==> src/assert_macros.svh <==
// Assertion macros for the polar Gaussian deviate generator.
// Used by the top level; expects signals clk and rst_n in scope.
`ifndef ASSERT_MACROS_SVH
`define ASSERT_MACROS_SVH

// Clocked check, disabled while reset is low.
`define GPBM_ASSERT(lbl, prop) \
    lbl: assert property (@(posedge clk) disable iff (!rst_n) (prop)) \
        else $error("gpbm assertion failed");

// Clocked check that also holds during reset.
`define GPBM_ASSERT_ALWAYS(lbl, prop) \
    lbl: assert property (@(posedge clk) (prop)) \
        else $error("gpbm assertion failed");

`endif

==> src/gpbm_pkg.sv <==
// Package for the polar Gaussian deviate generator: payload types,
// register indexes and arithmetic constants. No dependencies.
package gpbm_pkg;

    localparam int UNIFORM_BITS  = 16;
    localparam int FRAC_BITS     = UNIFORM_BITS - 1;
    localparam int LOG_FRAC_BITS = 24;
    localparam logic [30:0] LN2X2_Q30 = 31'd1488522236;

    localparam logic [7:0] CFG_MEAN_OFFSET = 8'd0;
    localparam logic [7:0] CFG_STD_SCALE   = 8'd1;

    typedef struct packed {
        logic signed [UNIFORM_BITS-1:0] uniform_a;
        logic signed [UNIFORM_BITS-1:0] uniform_b;
    } gpbm_sample_t;

    typedef struct packed {
        logic signed [31:0] deviate;
        logic               last_of_pair;
    } gpbm_result_t;

    // Classified item handed from the front to the back.
    typedef struct packed {
        logic [15:0] mag_a;
        logic        neg_a;
        logic [15:0] mag_b;
        logic        neg_b;
        logic [30:0] mant;   // radius normalized to Q1.30
        logic [4:0]  sft;    // s = 2F - k, 1..30
    } gpbm_job_t;

    typedef struct packed {
        logic        we;
        logic [7:0]  index;
        logic [15:0] data;
    } gpbm_cfg_t;

    typedef struct packed {
        logic       full;
        logic       empty;
        logic [1:0] count;
    } gpbm_queue_status_t;

endpackage

==> src/gpbm_queue.sv <==
// Two-entry queue of classified items between the front and the back.
// Uses gpbm_pkg.
module gpbm_queue (
    input  logic                         clk,
    input  logic                         rst_n,
    input  logic                         push,
    input  gpbm_pkg::gpbm_job_t          push_job,
    input  logic                         pop,
    output gpbm_pkg::gpbm_job_t          head,
    output gpbm_pkg::gpbm_queue_status_t status
);
    import gpbm_pkg::*;

    gpbm_job_t  entry_reg [2];
    logic       wr_ptr_reg, rd_ptr_reg;
    logic [1:0] count_reg, count_next;

    assign head          = entry_reg[rd_ptr_reg];
    assign status.count  = count_reg;
    assign status.full   = (count_reg == 2'd2);
    assign status.empty  = (count_reg == 2'd0);

    always_comb
    begin
        count_next = count_reg;
        if (push && !pop)
        begin
            count_next = count_reg + 2'd1;
        end
        else if (pop && !push)
        begin
            count_next = count_reg - 2'd1;
        end
    end

    always_ff @(posedge clk or negedge rst_n)
    begin
        if (!rst_n)
        begin
            wr_ptr_reg <= 1'b0;
            rd_ptr_reg <= 1'b0;
            count_reg  <= 2'd0;
        end
        else
        begin
            count_reg <= count_next;
            if (push)
            begin
                wr_ptr_reg <= ~wr_ptr_reg;
            end
            if (pop)
            begin
                rd_ptr_reg <= ~rd_ptr_reg;
            end
        end
    end

    always_ff @(posedge clk)
    begin
        if (push)
        begin
            entry_reg[wr_ptr_reg] <= push_job;
        end
    end
endmodule

==> config.mk <==
export PLATFORM = sky130hd
export DESIGN_NAME = gpbm_queue
export DESIGN_NICKNAME = d
export VERILOG_FILES = /design/src/assert_macros.svh /design/src/gpbm_pkg.sv /design/src/gpbm_queue.sv
export SDC_FILE = /design/constraint.sdc
export NUM_CORES = 1
export LEC_CHECK = 0
export BUFFER_PORTS_ARGS = -buffer_cell sky130_fd_sc_hd__buf_2
export CELL_PAD_IN_SITES_DETAIL_PLACEMENT = 1
export CELL_PAD_IN_SITES_GLOBAL_PLACEMENT = 1
export CORE_UTILIZATION = 40
export DETAILED_ROUTE_END_ITERATION = 8
export PLACE_DENSITY_LB_ADDON = 0.1
export SYNTH_ARGS = -nofsm -noshare
export SYNTH_HDL_FRONTEND = slang
export SYNTH_SLANG_ARGS = --single-unit
==> constraint.sdc <==
create_clock -name clk -period 4.3 [get_ports clk]
set_input_delay 0.43 -clock clk [delete_from_list [all_inputs] [get_ports clk]]
set_output_delay 0.43 -clock clk [all_outputs]
set_load 0.05 [all_outputs]
Word-level counts from Yosys, hierarchy flattened
Memories as Yosys holds them, arrays and structs flattened.
Cells that the tools add are included.

storage, ports and cells
  register bits = 4
  bits in writable memories = 140
  bits of input ports = 74
  memories = 1

operators by class
  add/sub/neg operators = 2
  equality and inequality tests = 1
  mux-type cells = 4
  bitwise operators = 2
  reduce and logical (&&, ||, !) cells = 6

memory list
  name       words  width  read ports  clocked after memory_dff  wr ports  line              source
  entry_reg  2      70     1           0                         1         gpbm_queue.sv:14  gpbm_job_t entry_reg [2];

operators by type and width
  kind                 number
  $mux 2               2
  $add 2x1->2 const B  1
  $eq 2x2->1 const B   1
  $logic_and 1x1->1    2
  $logic_not 1->1      2
  $logic_not 2->1      1
  $mux 1               2
  $not 1->1            2
  $reduce_bool 2->1    1
  $sub 2x1->2 const B  1

Longest topological paths before layout
Gate-level depths: netlist (run 1).

  word-level depth = 4
  gate-level depth with buffers = 5

Worst setup path before layout (run 1)
OpenSTA, ideal clock, no wires.

  kind = register -> register
  start = register wr_ptr_reg
  end = memory entry_reg[0][0] (netlist bit), enable pin
  setup time = 0.507 ns
  data arrival time = 3.511 ns
  required time = 3.793 ns
  setup slack = 0.282 ns
  cell stages (with the launch flop) = 2
  buffers on the path = 0
  path through = dfrtp_1 > nor2b_1

RTL lines
  item                    line              source
  from (decl)             gpbm_queue.sv:15  logic wr_ptr_reg, rd_ptr_reg;
  from (signal assigned)  gpbm_queue.sv:49  wr_ptr_reg <= ~wr_ptr_reg;
  to (decl)               gpbm_queue.sv:14

No word-level cell before the write port.

==> impl_results.md, run 1 <==
* Required @ worst endpoint at 3.87 ns
* Initial Util at 0.4155
* Initial DRC count at 126
* Die Wd at 120.2 µm
* Final setup viols at 0
* Number of flip-flops in the largest register at 140
* Crit path buffers/inverters at 2
* Mapped Area at 5589 µm²
* Crit Path Class: flip-flop to output pin
* Hpwl dp at 6251 µm
* Crit path time final at 2.836 ns
* IO Count at 148
* Cell Chain, Critical Path: buf_4 -> mux2_4 -> buf_2
* CTS buffer count at 17
* Register area at 4308 µm²
* Clk sink count at 144
* R2R Path Start: wr_ptr_reg
* Synth Register Bits at 144
* Mapped Cells at 234
* Slew headroom at 0.3393
* PwrDens at 809.3 nW/µm²
* Fmax at 352.7 MHz
* Fin crit share at 0.6595
* Hold Violations, Final at 0
* Total die area at 14450 µm²
* Setup crit start: rd_ptr_reg
* Footprint of the multi-input gates at 1140 µm²
* Clk pin slew, worst setup/hold paths at 0.06 ns
* # port buffers at 147
* RD Place Congestion at 0.6761
* Area grow syn2layout at 25.14%
* Hold Startpoint: push_job[48]
* DRC at 0
* CTS tree: yes
* Grt ovf at 0
* Filler Cell Count at 1308
* Type of the worst min-delay path: primary input to flip-flop
* Antenna fix cells at 0
* Root buf cell: clkbuf_16
* Area after DPL at 6430 µm²
* Unrepaired setup endpoints after global routing: no
* Initial antenna violation count at 0
* Post-route design area at 6994 µm²
* Max cap viols at 0
* Drt via density at 4.516
* Layout cell share with drive strength beyond 1 at 0.6112
* Overall routing resource usage at 0.1437
* Worst Setup End Kind: output pin
* Crit-path max FO at 43
* CP max-delay cell: dfrtp_4
* Wire per inst at 16.81 µm
* Final TNS setup at 0 ns
* Arr. time, crit path at 2.41 ns
* Syn Area/Cell at 23.89 µm²
* Dpl ws at 1.858 ns
* CTS H-tree depth at 4
* Std-Cell Rows at 42
* Core ar. at 13450 µm²
* Outcome: completed
* Clk_skew at 0.005034 ns
* Syn Nets at 309
* Max IR drop VDD at 0.5361 mV
* Fin util at 0.5199
* Die Ht at 120.2 µm
* CP Launch Type: flip-flop
* Detailed-route via count at 2642
* Pleak at 0.002842 µW
* Total chip power at 5661 µW
* Vias in the first global route at 2765
* Synth unique cells at 13
* Routed Antenna Nets at 0
* Crit-path max cell delay at 0.96 ns
* # hold bufs at CTS at 1
* Warnings from Yosys at 0
* WL final at 9831 µm
* Clk buf depth at 2
* First-pass GRT wire length at 14770 µm
* Clk Latency, worst-skew pair at 0.41 ns
* Final net count at 471
* PostCTS Resize Cnt at 0
* Worst-Margin Slew at 0.9910 ns
* Sequential fraction of the synthesis area at 0.7701
* Pre-Repair DR Iteration Count at 4
* Post-CTS Repair Setup Buffers at 0
* Setup WS post-layout at 1.464 ns
* Largest net degree at the start of global routing at 71
* Final Max Tran Viols at 0
* CP top delay family: flip-flops
-- layout by cell type (no fill, tap or decap), types with 2 or more instances in the layout --
master      count
clkinv_1        3
buf_4           3
edfxtp_1      140
clkbuf_16      17
dfrtp_1         3
buf_2         147
xor2_1          4
bufinv_16       2
clkinvlp_4      4
clkinv_2        4
mux2_4         69
nor2_1          2
clkbuf_1        2
-- area by class of cell --
type | instances | share of cell area
clock inverters | 13 | 0.01735
flip-flops and latches | 144 | 0.6159
well taps | 176 | 0.03148
repair buffers | 151 | 0.1098
clock buffers | 19 | 0.06190
inverters | 1 | 0.0005367
multi-input cells | 81 | 0.1630
-- path summary, 6_finish.rpt --
kind                       slack [ns]  cells past startpoint               end
max in group asynchronous        3.80                      2        rd_ptr_reg
max                              1.46                      3          head[54]
min                              0.20                      1  entry_reg[0][48]
max reg2reg                      2.29                      2  entry_reg[0][28]
min reg2reg                      0.55                      1      count_reg[1]
min in group asynchronous        0.35                      2      count_reg[1]
-- worst reg2reg max path: cells and delay by family (launching register included) --
family	cells	cell delay [ns]
buf+inv	1	0.69
flops	1	0.43
simple gates	1	0.49
-- cells by family (layout without fill, tap and decap cells) --
logic type               Yosys count  count (layout)  share of synthesized area
multiplexers                      70              70                     0.1874
XOR/XNOR                           5               5                   0.007835
buffers and inverters              9             184                    0.02776
flip-flops                       144             144                     0.7701
AND/OR/NAND/NOR                    5               5                   0.004702
adder cells (fa/ha/maj)            1               1                   0.002238
-- metal layers --
layer / vias to the layer above / part of all wire / global-route usage
met4: 0 / 0.016 / 0.05547
met2: 91 / 0.51 / 0.2353
met3: 11 / 0.067 / 0.06981
met1: 1295 / 0.41 / 0.1609
li1: 1245 / - / -
met5: - / 0 / 0
-- synthesized netlist by cell type --
cell type	count	area, µm²
ha_1	1	12.51
nor2_1	2	7.510
and2_1	1	6.260
dfrtp_1	4	100.1
mux2_4	69	1036
inv_1	1	3.750
xor2_1	4	35.03
buf_12	7	140.1
buf_6	1	11.26
nor2b_1	2	12.51
mux2_2	1	11.26
xnor2_1	1	8.760
edfxtp_1	140	4204
-- stage by stage --
| step | std cells | hold slack [ns] |
|---|---|---|
| after global placement | 552 | 0.2483 |
| after CTS | 585 | 0.1778 |
| after floorplan | 234 | 0.1344 |
| final | 585 | 0.2044 |
| after detailed placement | 552 | 0.2471 |
| after global routing | 585 | 0.1786 |
-- power by group --
part           switching, µW  internal (µW)
registers                188           1870
clock network            532            841
logic                   1500            728
Note: power is estimated with default switching activity, not from simulation.
==> run 2, diff against run 1 <==
ABC_AREA = 1   (was unset)
CORE_UTILIZATION = 44   (was 40)
clock period = 2.8 ns   (was 4.3 ns; I/O delays follow)
==> run 2 against run 1 <==
  * Die area decreased by 8.6%
  * Cell area increased by 0.66%
  * Sequential share of layout area decreased by 0.40 points
  * Cell count increased by 0.34%
  * Flip-flop and latch count unchanged
  * Clock-buffer cell count increased by 1
  * Clock skew decreased by 0.00066 ns
  * First-iteration DRC count decreased by 6.3%
  * Critical path type unchanged
  * Largest cell class unchanged
  * Largest power group unchanged
  * Highest routed layer is now met5
==> impl_results.md, run 2 <==
* Fmax at 496.0 MHz
* Die Ht at 114.9 µm
* Max IR drop VDD at 0.6592 mV
* WL final at 10050 µm
* Crit Path Class: flip-flop to output pin
* Most instantiated cells after synthesis: edfxtp_1 (140), mux2_4 (69), buf_12 (7), inv_1 (7), nand2_1 (5)
* WP depth at 3
* Synth Register Bits at 144
* Clk Latency, worst-skew pair at 0.42 ns
* CP max-delay cell: dfrtp_4
* # port buffers at 147
* Arr. time, crit path at 1.74 ns
* CTS buffer count at 17
* CTS tree: yes
* Worst Hold Depth at 1
* Setup WS post-layout at 0.7838 ns
* Routed Antenna Nets at 0
* Area after DPL at 6497 µm²
* Crit-path max cell delay at 0.44 ns
* Most common flop cell mapped by yosys: edfxtp_1
* PwrDens at 1239 nW/µm²
* Vias in the first global route at 2897
* CP Launch Type: flip-flop
* Async set or reset register ratio after synthesis at 0.02778
* Synth unique cells at 14
* Detailed-route via count at 2729
* CP top delay family: buffers and inverters
* Cell Chain, Critical Path: buf_12 -> mux2_2 -> buf_2
* Clk sink count at 144
* Pleak at 0.002900 µW
* IO Count at 148
* Crit path buffers/inverters at 2
* Clk buf depth at 2
* Worst Setup End Kind: output pin
* Warnings from Yosys at 0
* Unrepaired setup endpoints after global routing: no
* Total chip power at 8720 µW
* Mapped Area at 5609 µm²
* Commonest non-fill, non-tap cells in the layout: buf_2 (147), edfxtp_1 (140), mux2_4 (69)
* Syn Nets at 318
* Sequential fraction of the synthesis area at 0.7673
* Total die area at 13200 µm²
* Number of flip-flops in the largest register at 140
* DRC at 0
* Post-route design area at 7041 µm²
* Clk_skew at 0.004378 ns
* Initial Util at 0.4593
* EDFF count, synth at 140
* Fin crit share at 0.7201
* Post-CTS Repair Setup Buffers at 0
* Largest net degree at the start of global routing at 40
* Syn Area/Cell at 23.08 µm²
* Type of the worst min-delay path: primary input to flip-flop
* Area grow syn2layout at 25.52%
* Layout cell share with drive strength beyond 1 at 0.5967
* # hold bufs at CTS at 1
* Pre-Repair DR Iteration Count at 4
* Dpl ws at 1.163 ns
* Std-Cell Rows at 40
* Drt via density at 4.649
* Crit path time final at 2.016 ns
* Root buf cell: clkbuf_16
* Core ar. at 12210 µm²
* Mapped Cells at 243
* Outcome: completed
* Crit-path max FO at 39
* PostCTS Resize Cnt at 0
* Dominant cell type by area after synthesis: edfxtp_1
* First-pass GRT wire length at 14920 µm
* Fin util at 0.5765
* Hpwl dp at 6563 µm
* RD Place Congestion at 0.6714
* Top-area cell type share of the netlist area at 0.7495
* Slew headroom at 0.5961
* Worst-Margin Slew at 0.6050 ns
* Grt ovf at 0
* Final net count at 483
* Die Wd at 114.9 µm
* Final Max Tran Viols at 0
* Antenna fix cells at 0
* Final setup viols at 0
* Wire per inst at 17.11 µm
* CTS H-tree depth at 4
* Worst-case reg-to-reg path depth at 3
* Max cap viols at 0
* Most frequent cell after synthesis: edfxtp_1
* Commonest non-fill, non-tap cell in the layout: buf_2
* Initial antenna violation count at 1
* Overall routing resource usage at 0.1610
* Required @ worst endpoint at 2.52 ns
* Synth top area cells: edfxtp_1 (75%), mux2_4 (18%), buf_12 (2.5%), dfrtp_1 (1.8%), inv_1 (0.47%)
* Hold Violations, Final at 0
* Clk pin slew, worst setup/hold paths at 0.05 ns
* Final TNS setup at 0 ns
* Initial DRC count at 118
[run 2: cell count changes after synthesis]
| cell | change |
|---|---|
| nand3_1 | +1 |
| and2_1 | -1 |
| xor2_1 | -2 |
| inv_1 | +6 |
| nor2b_1 | -2 |
| nor2_1 | +1 |
| nand2_1 | +5 |
| nand4_1 | +1 |
[run 2: worst register-to-register path: cells and delay by family (launching register included)]
kind,cells,cell delay [ns]
buffers and inverters,2,0.80
flip-flops,1,0.43
AND/OR/NAND/NOR,1,0.09
[run 2: stage by stage]
stage / cells / hold WS, ns
after floorplan: 243 / -0.01559
after global placement: 556 / 0.09758
after detailed placement: 556 / 0.09565
after CTS: 587 / 0.03025
after global routing: 587 / 0.03146
final: 587 / 0.05078
[run 2: area by class of cell]
type,count,area (µm²)
Tap cell,168,210.2
Fill cell,1148,5171
Sequential cell,144,4308
Clock inverter,10,96.34
Multi-Input combinational cell,84,1135
Inverter,7,26.28
Timing Repair Buffer,154,828.3
Clock buffer,20,436.7
[run 2: per-layer routing]
layer	share of wire	global-route usage
met5	0.00080	0
met4	0.020	0.08918
met3	0.078	0.06853
met2	0.52	0.2715
met1	0.38	0.1706
[run 2: logic make-up (layout without fill, tap and decap cells)]
| logic type | Yosys count | after routing | synth area share |
|---|---|---|---|
| multiplexers | 70 | 70 | 0.1867 |
| buffers and inverters | 15 | 191 | 0.03168 |
| XOR/XNOR | 3 | 3 | 0.004685 |
| flip-flops | 144 | 144 | 0.7673 |
| adder cells (fa/ha/maj) | 1 | 1 | 0.002230 |
| AND/OR/NAND/NOR | 10 | 10 | 0.007361 |
[run 2: worst paths after layout]
path	from	endpoint	slack, ns
setup reg to reg	wr_ptr_reg	entry_reg[1][17]	1.18
hold / removal	push_job[60]	entry_reg[1][60]	0.05
setup / recovery	rd_ptr_reg	head[62]	0.78
max in group asynchronous	rst_n	rd_ptr_reg	2.46
hold reg to reg	count_reg[1]	count_reg[1]	0.54
min in group asynchronous	rst_n	rd_ptr_reg	0.20
[run 2: where the power goes]
| part | internal, µW | switching (µW) | total [µW] |
|---|---|---|---|
| Combinational | 1170 | 2490 | 3650 |
| Sequential | 2870 | 134 | 3000 |
| Clock | 1280 | 784 | 2060 |
==> run 3, diff against run 2 <==
clock period = 2 ns   (was 2.8 ns; I/O delays follow)
==> run 3 against run 2 <==
  * Clock power increased by 46%
  * Cell count up 13%
  * Flip-flop and latch count stayed put
  * Sequential power rose by 41%
  * Non-clock buffer count rose by 74
  * Cell area increased by 11%
  * Global-route usage rose by 1.2 points
  * Clock skew increased by 0.0020 ns
  * Power rose by 44%
  * Critical path type unchanged
  * Critical endpoint is now head[59]
  * Largest cell class unchanged
==> impl_results.md, run 3 (synthesized netlist as in run 2, its figures left out) <==
* RD Place Congestion at 0.6627
* Fin crit share at 0.9628
* Final net count at 557
* CP max-delay cell: dfrtp_4
* Crit-path max cell delay at 0.52 ns
* Max cap viols at 0
* Routed Antenna Nets at 0
* PwrDens at 1605 nW/µm²
* CTS H-tree depth at 4
* Die Ht at 114.9 µm
* Slew headroom at 0.7089
* Number of flip-flops in the largest register at 140
* Type of the worst min-delay path: primary input to flip-flop
* Commonest non-fill, non-tap cell in the layout: buf_2
* Area grow syn2layout at 39.57%
* Register area at 4308 µm²
* # port buffers at 147
* Worst-Margin Slew at 0.4366 ns
* Unrepaired setup endpoints after global routing: no
* Arr. time, crit path at 1.73 ns
* Filler Cell Count at 1121
* Largest net degree at the start of global routing at 40
* Clk sink count at 144
* Hold Violations, Final at 0
* Die Wd at 114.9 µm
* CTS buffer count at 17
* Detailed-route via count at 3056
* Antenna fix cells at 0
* Std-Cell Rows at 40
* Pre-Repair DR Iteration Count at 4
* CP Launch Type: flip-flop
* Clk pin slew, worst setup/hold paths at 0.06 ns
* CTS tree: yes
* Core ar. at 12210 µm²
* Final setup viols at 0
* Pleak at 0.003220 µW
* Overall routing resource usage at 0.1731
* Root buf cell: clkbuf_16
* Crit path buffers/inverters at 2
* Clk buf depth at 2
* First-pass GRT wire length at 16410 µm
* IO Count at 148
* Clk Latency, worst-skew pair at 0.41 ns
* Clk_skew at 0.006350 ns
* Outcome: completed
* Total die area at 13200 µm²
* WL final at 10940 µm
* Initial antenna violation count at 0
* Required @ worst endpoint at 1.80 ns
* Drt via density at 4.616
* Worst Setup End Kind: output pin
* Crit Path Class: flip-flop to output pin
* Crit-path max FO at 23
* Fmax at 519.3 MHz
* Grt ovf at 0
* DRC at 0
* Footprint of the multi-input gates at 1135 µm²
* Vias in the first global route at 3325
* Hpwl dp at 6510 µm
* Commonest non-fill, non-tap cells in the layout: buf_2 (147), edfxtp_1 (140), dlygate4sd3_1 (72)
* Final TNS setup at 0 ns
* Initial Util at 0.4593
* Crit path time final at 1.926 ns
* Wire per inst at 16.52 µm
* Setup WS post-layout at 0.07433 ns
* Dpl ws at 0.4258 ns
* Layout cell share with drive strength beyond 1 at 0.5081
* Cell Chain, Critical Path: buf_12 -> mux2_4 -> buf_2
* Max IR drop VDD at 0.9908 mV
* Initial DRC count at 182
* CP top delay family: flip-flops
* Final Max Tran Viols at 0
## run 3: cell count changes in the layout (fill, tap and decap cells not counted)
cell | previous run | this run
clkinvlp_4 | 0 | 1
inv_2 | 1 | 0
clkinv_2 | 5 | 2
dlygate4sd3_1 | 1 | 72
buf_4 | 3 | 4
bufinv_16 | 2 | 3
buf_12 | 3 | 5
clkbuf_1 | 3 | 4
clkinv_1 | 3 | 5
## run 3: per-layer routing
layer,up-vias,global-route usage,share of wire
li1,1421,-,-
met2,97,0.3169,0.55
met5,-,0,0
met4,0,0.08312,0.021
met3,15,0.06062,0.056
met1,1523,0.1751,0.37
## run 3: what timing repair did
action | CTS | global route
endpoints found under the hold margin | 145 | 0
hold buffers | 72 | 0
resized for setup | 0 | 0
endpoints found under the setup margin | 12 | 0
setup buffers | 1 | 0
## run 3: through the flow
| step | hold WS, ns | power (µW) | cells | area [µm²] | util |
|---|---|---|---|---|---|
| final | 0.02190 | 12560 | 662 | 7829 | 0.6411 |
| after global routing | 0.04221 | 13010 | 662 | 7829 | 0.6411 |
| after floorplan | -0.09559 | 8665 | 243 | 5620 | - |
| after global placement | 0.01701 | 9448 | 558 | 6541 | 0.5357 |
| after CTS | 0.01100 | 12670 | 662 | 7829 | 0.6411 |
| after detailed placement | 0.01707 | 9522 | 558 | 6541 | 0.5357 |
## run 3: final cells by class
cell class / count / area share
Clock buffer: 21 / 0.05626
Clock inverter: 10 / 0.01518
Inverter: 7 / 0.003836
Multi-Input combinational cell: 84 / 0.1450
Sequential cell: 144 / 0.5503
Tap cell: 168 / 0.02685
Timing Repair Buffer: 228 / 0.2027
## run 3: final timing paths
path | slack [ns] | cells past startpoint | from | to
max | 0.07 | 3 | rd_ptr_reg | head[59]
min reg2reg | 0.53 | 2 | count_reg[1] | count_reg[1]
min | 0.02 | 2 | push | wr_ptr_reg
max reg2reg | 0.60 | 3 | wr_ptr_reg | entry_reg[1][20]
min in group asynchronous | 0.13 | 2 | rst_n | wr_ptr_reg
max in group asynchronous | 1.73 | 2 | rst_n | rd_ptr_reg
## run 3: where the power goes
| part | leakage [µW] | internal [µW] | total, µW | switching (µW) |
|---|---|---|---|---|
| Sequential | 0.00136 | 4020 | 4240 | 219 |
| Clock | 0.000272 | 1930 | 3000 | 1070 |
| Combinational | 0.00159 | 1800 | 5330 | 3530 |
| Total | 0.00322 | 7740 | 12600 | 4820 |
## run 3: worst reg2reg max path, cell delays in order, from the launching register on
cell and delay [ns]:
dfrtp_1 0.43, nand2_1 0.12, clkinvlp_4 0.10, buf_4 0.37
